$ cat config.mk
export PLATFORM = sky130hd
export DESIGN_NAME = crc16_packet_framer_unit
export DESIGN_NICKNAME = d
export VERILOG_FILES = /design/src/rtl/crc16pf_pkg.sv /design/src/rtl/crc16_packet_framer_unit.sv
export SDC_FILE = /design/constraint.sdc
export NUM_CORES = 1
export LEC_CHECK = 0
export BUFFER_PORTS_ARGS = -buffer_cell sky130_fd_sc_hd__clkbuf_2
export CAP_MARGIN = 20
export CELL_PAD_IN_SITES_DETAIL_PLACEMENT = 0
export CELL_PAD_IN_SITES_GLOBAL_PLACEMENT = 2
export CORE_MARGIN = 4
export CORE_UTILIZATION = 43
export DETAILED_ROUTE_END_ITERATION = 10
export PLACE_DENSITY = 0.89
export SYNTH_ARGS = -nofsm -noshare
export SYNTH_HDL_FRONTEND = slang
export SYNTH_SLANG_ARGS = --single-unit
export TNS_END_PERCENT = 20
$ cat constraint.sdc
create_clock -name clk -period 8.6 [get_ports clk]
set_input_delay 1.72 -clock clk [delete_from_list [all_inputs] [get_ports clk]]
set_output_delay 1.72 -clock clk [all_outputs]
set_load 0.005 [all_outputs]
$ cat src/rtl/crc16pf_pkg.sv
// Package for the CRC-16 packet framer.
// Holds the register indexes, the CRC constants and the byte-wise CRC update.
// Depends on nothing.
package crc16pf_pkg;

	localparam int unsigned CfgIndexWidth = 2;
	localparam int unsigned CfgDataWidth  = 16;

	typedef enum logic [CfgIndexWidth-1:0] {
		REG_MAGIC_FIRST    = 2'd0,
		REG_MAGIC_SECOND   = 2'd1,
		REG_PACKET_TYPE    = 2'd2,
		REG_PAYLOAD_LENGTH = 2'd3
	} cfg_reg_t;

	localparam logic [15:0] CrcPoly        = 16'hA001;
	localparam logic [15:0] CrcInit        = 16'hFFFF;
	localparam logic [15:0] LengthReset    = 16'd46080;
	localparam logic [15:0] LengthMinimum  = 16'd2;

	function automatic logic [15:0] crc_byte(input logic [15:0] crc, input logic [7:0] data);
		logic [15:0] c;
		c = crc ^ {8'h00, data};
		for (int i = 0; i < 8; i++) begin
			if (c[0]) begin
				c = (c >> 1) ^ CrcPoly;
			end else begin
				c = c >> 1;
			end
		end
		return c;
	endfunction

endpackage

$ cat src/rtl/crc16_packet_framer_unit.sv
// Top level of the CRC-16 packet framer: input register, byte sequencer and output register.
// Uses crc16pf_pkg for register indexes, CRC constants and the CRC byte update.
// Result bytes leave one per cycle while out_stall is low; each passes the input and then the output register.
// A payload byte that opens a packet emits the five header bytes and its data byte, one that
// closes it emits its data byte and the two CRC bytes, any other emits only its data byte.
// A new input transaction is taken in the cycle its predecessor emits its last result byte.
// Reset clears the registers and the packet position, sets the running CRC to FFFF; length resets to 46080.
module crc16_packet_framer_unit (
	input  logic                                  clk,
	input  logic                                  arst_n,
	input  logic                                  cfg_we,
	input  logic [crc16pf_pkg::CfgIndexWidth-1:0] cfg_index,
	input  logic [crc16pf_pkg::CfgDataWidth-1:0]  cfg_data,
	input  logic                                  in_valid,
	output logic                                  in_stall,
	input  logic [7:0]                            payload_byte,
	output logic                                  out_valid,
	input  logic                                  out_stall,
	output logic [7:0]                            out_byte,
	output logic                                  run_last,
	output logic                                  packet_end
);

	typedef enum logic [2:0] {
		PH_HDR0,
		PH_HDR1,
		PH_HDR2,
		PH_HDR3,
		PH_HDR4,
		PH_DATA,
		PH_CRC_LO,
		PH_CRC_HI
	} phase_t;

	logic [7:0]  magic_first_q;
	logic [7:0]  magic_second_q;
	logic [7:0]  packet_type_q;
	logic [15:0] payload_length_q;

	logic        valid_s1;
	logic [7:0]  data_s1;

	phase_t      phase_q;
	logic [15:0] count_q;
	logic [15:0] crc_q;

	logic        out_valid_q;
	logic [7:0]  out_byte_q;
	logic        run_last_q;
	logic        packet_end_q;

	logic        advance;
	logic        emit;
	logic        done;
	logic [7:0]  emit_byte;
	logic        emit_end;
	logic [15:0] crc_next;
	logic [15:0] count_next;
	phase_t      phase_next;
	logic [15:0] len_eff;
	logic [16:0] count_inc;
	logic        in_take;

	always_comb begin
		len_eff   = (payload_length_q < crc16pf_pkg::LengthMinimum) ?
			crc16pf_pkg::LengthMinimum : payload_length_q;
		count_inc = {1'b0, count_q} + 17'd1;
		advance   = !out_valid_q || !out_stall;
		emit      = valid_s1 && advance;

		emit_byte  = data_s1;
		emit_end   = 1'b0;
		done       = 1'b0;
		crc_next   = crc_q;
		count_next = count_q;
		phase_next = phase_q;

		unique case (phase_q)
			PH_HDR0: begin
				emit_byte  = magic_first_q;
				crc_next   = crc16pf_pkg::crc_byte(crc16pf_pkg::CrcInit, magic_first_q);
				phase_next = PH_HDR1;
			end
			PH_HDR1: begin
				emit_byte  = magic_second_q;
				crc_next   = crc16pf_pkg::crc_byte(crc_q, magic_second_q);
				phase_next = PH_HDR2;
			end
			PH_HDR2: begin
				emit_byte  = packet_type_q;
				crc_next   = crc16pf_pkg::crc_byte(crc_q, packet_type_q);
				phase_next = PH_HDR3;
			end
			PH_HDR3: begin
				emit_byte  = len_eff[7:0];
				crc_next   = crc16pf_pkg::crc_byte(crc_q, len_eff[7:0]);
				phase_next = PH_HDR4;
			end
			PH_HDR4: begin
				emit_byte  = len_eff[15:8];
				crc_next   = crc16pf_pkg::crc_byte(crc_q, len_eff[15:8]);
				phase_next = PH_DATA;
			end
			PH_DATA: begin
				emit_byte = data_s1;
				crc_next  = crc16pf_pkg::crc_byte(crc_q, data_s1);
				if (count_inc >= {1'b0, len_eff}) begin
					count_next = '0;
					phase_next = PH_CRC_LO;
				end else begin
					count_next = count_inc[15:0];
					phase_next = PH_DATA;
					done       = 1'b1;
				end
			end
			PH_CRC_LO: begin
				emit_byte  = crc_q[7:0];
				phase_next = PH_CRC_HI;
			end
			PH_CRC_HI: begin
				emit_byte  = crc_q[15:8];
				emit_end   = 1'b1;
				done       = 1'b1;
				crc_next   = crc16pf_pkg::CrcInit;
				phase_next = PH_HDR0;
			end
			default: begin
				phase_next = PH_HDR0;
			end
		endcase

		in_stall = valid_s1 && !(emit && done);
		in_take  = in_valid && !in_stall;
	end

	always_ff @(posedge clk or negedge arst_n) begin
		if (!arst_n) begin
			magic_first_q    <= '0;
			magic_second_q   <= '0;
			packet_type_q    <= '0;
			payload_length_q <= crc16pf_pkg::LengthReset;
		end else if (cfg_we) begin
			unique case (crc16pf_pkg::cfg_reg_t'(cfg_index))
				crc16pf_pkg::REG_MAGIC_FIRST:    magic_first_q    <= cfg_data[7:0];
				crc16pf_pkg::REG_MAGIC_SECOND:   magic_second_q   <= cfg_data[7:0];
				crc16pf_pkg::REG_PACKET_TYPE:    packet_type_q    <= cfg_data[7:0];
				crc16pf_pkg::REG_PAYLOAD_LENGTH: payload_length_q <= cfg_data;
				default: begin
				end
			endcase
		end
	end

	always_ff @(posedge clk or negedge arst_n) begin
		if (!arst_n) begin
			valid_s1     <= 1'b0;
			data_s1      <= '0;
			phase_q      <= PH_HDR0;
			count_q      <= '0;
			crc_q        <= crc16pf_pkg::CrcInit;
			out_valid_q  <= 1'b0;
			out_byte_q   <= '0;
			run_last_q   <= 1'b0;
			packet_end_q <= 1'b0;
		end else begin
			if (in_take) begin
				valid_s1 <= 1'b1;
				data_s1  <= payload_byte;
			end else if (emit && done) begin
				valid_s1 <= 1'b0;
			end

			if (emit) begin
				phase_q      <= phase_next;
				count_q      <= count_next;
				crc_q        <= crc_next;
				out_byte_q   <= emit_byte;
				run_last_q   <= done;
				packet_end_q <= emit_end;
			end

			if (advance) begin
				out_valid_q <= emit;
			end
		end
	end

	assign out_valid  = out_valid_q;
	assign out_byte   = out_byte_q;
	assign run_last   = run_last_q;
	assign packet_end = packet_end_q;

endmodule

### Yosys cells after proc, flatten, opt, wreduce, memory -nomap -nowiden

Index checks and enable logic that the tools add are counted.

* bits in registers: 95
* latch bits: 0
* RAM bits: 0
* bits in read-only memories: 0
* bits of input ports: 31
* output and inout port bits: 12
* logic and storage cells: 200
* memories: 0

* add/subtract/negate cells: 1
* $mul: 0
* divide/modulo/power cells: 0
* $lt $le $gt $ge: 2
* equality and inequality tests: 10
* shift-type cells: 0
* multiplexer cells: 101
* bitwise gates (word level): 54
* reductions and logical operators: 19

Operator list (number)
* $mux W16: 92
* $not A2 Y3: 48
* $pmux W16 S7: 1
* $xor A16 B8 Y16: 5
* $pmux W8 S8: 1
* $pmux W3 S8: 1
* $add A16 B1 Y17 const B: 1
* $ge A17 B16 Y1: 1
* $lt A16 B2 Y1 const B: 1
* $not A8 Y16: 1
* $eq A3 B3 Y1 const B: 4
* $reduce_and A2 Y1: 6
* $reduce_bool A7 Y1: 1
* $eq A3 B2 Y1 const B: 2
* $eq A2 B2 Y1 const B: 2
* $logic_and A1 B1 Y1: 4
* $logic_not A1 Y1: 4
* $mux W1: 4
* $eq A3 B1 Y1 const B: 1
* $logic_not A3 Y1: 1
* $eq A2 B1 Y1 const B: 1
* $logic_not A2 Y1: 1
* $mux W2: 1
* $pmux W1 S2: 1
* 2 further kinds: 2

### Depth between registers and ports, before layout

* word-level depth: 27
* gate-level depth with buffers: 16

### Worst setup path before layout

OpenSTA, ideal clock, no wires.

* path type: register to output
* from: register count_q[0]
* to: output in_stall
* arrival: 3.085 ns
* required time: 6.880 ns
* slack: 3.795 ns
* stages on the path, launching flop included: 16
* buffers on the path: 2
* cell sequence: dfrtp_1 -> ha_1 -> and3_1 -> clkbuf_1 -> nand3_1 -> nor2_1 -> xor2_1 -> ha_1 -> and4_1 -> and4_1 -> o21ai_0 -> a41oi_1 -> nand3b_1 -> clkbuf_1 -> a211o_1 -> and2_1

* longest elaborated chain between the ends: 7

Ends and longest elaborated chain
* start: declaration: line crc16_packet_framer_unit.sv:44 `logic [15:0] count_q;`
* start signal: assignment: line crc16_packet_framer_unit.sv:175 `count_q <= count_next;`
* $add A16 B1 Y17: line crc16_packet_framer_unit.sv:67 `count_inc = {1'b0, count_q} + 17'd1;`
* $ge A17 B16 Y1: line crc16_packet_framer_unit.sv:107 `if (count_inc >= {1'b0, len_eff}) begin`
* $mux W1: line crc16_packet_framer_unit.sv:107
* $pmux W1 S2: line crc16_packet_framer_unit.sv:78 `unique case (phase_q)`
* $logic_and A1 B1 Y1: line crc16_packet_framer_unit.sv:132 `in_stall = valid_s1 && !(emit && done);`
* $logic_not A1 Y1: line crc16_packet_framer_unit.sv:132
* $logic_and A1 B1 Y1: line crc16_packet_framer_unit.sv:132
* end: declaration: line crc16_packet_framer_unit.sv:15 `output logic in_stall,`

Every way passes these cells.

### Worst setup path in the final report

Ends and elaborated chain as after synthesis.

==> results.tsv <==
metric	value	unit
run status	completed	
antenna violations before repair	1	
placed instance area	0.00712	mm2
Row Count	45	
Setup crit start kind	flip-flop	
largest net degree at the start of global routing	60	
post-synthesis cell type count	65	
WL/cell	21.3	um
first-pass GRT wire length	31600	um
Slew Limit Fails	0	
dpl ws	3.45	ns
maximum VDD drop	0.213	mV
Die ar.	0.0178	mm2
Synth Cell Area	0.00675	mm2
top cell type's share of synthesized area	0.278	
layout cell share with drive strength beyond 1	0.210	
Syn Area/Cell	9.75	um2
H-tree levels	3	
Nets	767	
clk_lat worst skew	0.36	ns
Final Hold Fails	0	
Final min period	5.54	ns
Setup Skew	0.00830	ns
TritonCTS clock tree	done	
1st-iter DRT viols	582	
Die X	133	um
I/O pins	43	
PnR worst setup slack	3.06	ns
#FFs+latches synth	95	
buffers inserted by post-CTS timing repair	0	
CP endpoint kind	output port	
Net Count, Synth	740	
Synth Flop Type	dfrtp_1	
Fmax	180	MHz
GR Overflow Total	0	
Initial Util	0.441	
Power, Total	3540	uW
Hold WS	0.478	ns
via count	5435	
main area contributors after synthesis	dfrtp_1 (28%), xnor2_1 (10%), mux2_2 (8.8%)	
dominant cell type by area after synthesis	dfrtp_1	
Routed WL	19900	um
crit path kind	flip-flop to output port	
input/output buffers	42	
ys async rst share	1.00	
CTS Buf Count	9	
area of the multi-input gates	0.00410	mm2
P_leak	0.00320	uW
GRT Util Overall	0.229	
CP required	6.88	ns
clock sinks	95	
Worst Hold Class	flip-flop to flip-flop	
HPWL after DPL	14900	um
Routability Congestion	0.928	
MaxCap Viol Count	0	
Critical Path Fanout Max	20	
synth warn	0	
post-cts sizing count	0	
via/cell ratio	5.81	
Final Cell Area	0.00743	mm2
Layout area overhead	10.1	%
Final setup violation count	0	
Period Utilization, post-route	0.644	
Worst EP arrival	3.82	ns
CTS Buffer Depth	2	
# DRC	0	
post-synthesis sequential area ratio	0.356	
Diodes inserted	0	
Core Area	0.0153	mm2
Final ANT Viol Nets	0	
Chip Height	133	um
cells after synthesis	692	
number of synthesized flops with an enable pin	0	
DR pass1 iterations	5	
vias in the first global route	5454	
total negative slack	0	ns
Slew headroom	0.278	
clk slew on worst S/H paths	0.07	ns
Register Area	0.00240	mm2
Filler cells	1474	
CTS root buf	clkbuf_16	
pwr/cell area	476	mW/mm2
Least-Margin Pin Slew	1.07	ns
RSZ-0062 raised after global routing	false	
cts-stage hold buffer count	0	
cell type report:
cell class | instances | area share
multi-input combinational | 539 | 0.552
sequential | 95 | 0.323
timing repair buffer | 52 | 0.0384
tap | 211 | 0.0355
clock buffer | 11 | 0.0313
inverter | 22 | 0.0111
clock inverter | 5 | 0.00892
flip-flops by register name (all words and copies together), names as in the netlist:
signal	cells
count_q	16
crc_q	16
data_s1	8
magic_first_q	8
magic_second_q	8
out_byte	8
out_valid	1
packet_end	1
packet_type_q	8
payload_length_q	16
phase_q	3
run_last	1
valid_s1	1
report_power, final:
group | switching [uW] | leakage [uW] | internal, uW
registers | 234 | 0.00113 | 620
clock network | 183 | 0.000142 | 229
logic | 1220 | 0.00193 | 1050
total | 1630 | 0.00320 | 1900
synth_stat cells, types with 4 or more instances:
cell,number
dfrtp_1,75
mux2i_1,9
nor2_1,35
a41oi_1,4
a21oi_1,31
nor3_1,7
inv_1,22
nand2b_1,4
a22o_1,9
o22a_1,6
nand3_1,18
o22ai_1,8
buf_4,4
a22oi_1,4
o21ai_0,56
and2_1,4
xnor3_1,6
nor2b_1,11
xnor2_1,77
a21o_1,4
mux2_2,53
ha_1,17
nand2_1,65
buf_2,4
xor2_2,4
xor2_1,36
and3_1,6
a221oi_1,12
clkbuf_1,21
dfstp_2,20
buf_1,5
cells in the final DEF (no fill, tap or decap), drive strengths merged, types with 6 or more instances in the layout:
| master | Yosys | final |
|---|---|---|
| xor2 | 41 | 41 |
| buf | 14 | 11 |
| o22ai | 8 | 8 |
| xnor3 | 8 | 8 |
| inv | 22 | 23 |
| mux2 | 53 | 53 |
| a21oi | 31 | 31 |
| nor3 | 7 | 7 |
| a22o | 9 | 9 |
| nand2 | 65 | 65 |
| o21ai | 59 | 59 |
| ha | 17 | 17 |
| clkbuf | 22 | 52 |
| nor2 | 35 | 35 |
| mux2i | 9 | 9 |
| dfrtp | 75 | 75 |
| xnor2 | 80 | 80 |
| nand3 | 18 | 18 |
| and3 | 6 | 6 |
| nor2b | 11 | 11 |
| o22a | 6 | 6 |
| dfstp | 20 | 20 |
| a221oi | 12 | 12 |
critical path, cell delays in order (launching register included):
cell	delay [ns]
dfrtp_1	0.42
ha_1	0.25
and3_1	0.31
nand3_1	0.20
nor2_1	0.18
xor2_1	0.20
ha_1	0.27
and4_1	0.19
and4_1	0.20
o21ai_0	0.09
a41oi_1	0.14
nand3b_1	0.18
buf_4	0.21
a211o_1	0.34
and2_1	0.17
clkbuf_2	0.11
path summary, 6_finish.rpt:
kind	startpoint	to	slack, ns	depth (start not counted)
setup / recovery	count_q[0]	in_stall	3.06	15
hold / removal	packet_end	packet_end	0.48	2
setup reg to reg	count_q[0]	data_s1[4]	4.60	14
hold reg to reg	packet_end	packet_end	0.48	2
max in group asynchronous	arst_n	magic_second_q[0]	6.13	2
min in group asynchronous	arst_n	run_last	1.32	1
cell families (layout without fill, tap and decap cells):
logic type | count (synthesis) | after routing | synth area share
AO/OA/AOI/OAI | 165 | 165 | 0.158
AND/OR/NAND/NOR | 163 | 163 | 0.111
XOR/XNOR | 130 | 130 | 0.198
flip-flops | 95 | 95 | 0.356
multiplexers | 64 | 64 | 0.109
buffers and inverters | 58 | 90 | 0.0365
adder cells (fa/ha/maj) | 17 | 17 | 0.0315
routing by layer:
layer | vias up | wire, um | track usage | share of wire
met3 | 48 | 1400 | 0.0483 | 0.070
met5 | - | 8 | 0 | 0.00040
met1 | 2669 | 9190 | 0.329 | 0.46
li1 | 2505 | - | - | -
met2 | 211 | 8710 | 0.340 | 0.44
met4 | 2 | 589 | 0.0840 | 0.030
metrics by stage:
stage / utilization / instances
2_1_floorplan: - / 692
3_3_place_gp: 0.465 / 917
3_5_place_dp: 0.465 / 917
4_1_cts: 0.485 / 933
5_1_grt: 0.485 / 935
6_report: 0.485 / 935
Note: power is estimated with default switching activity, not from simulation.
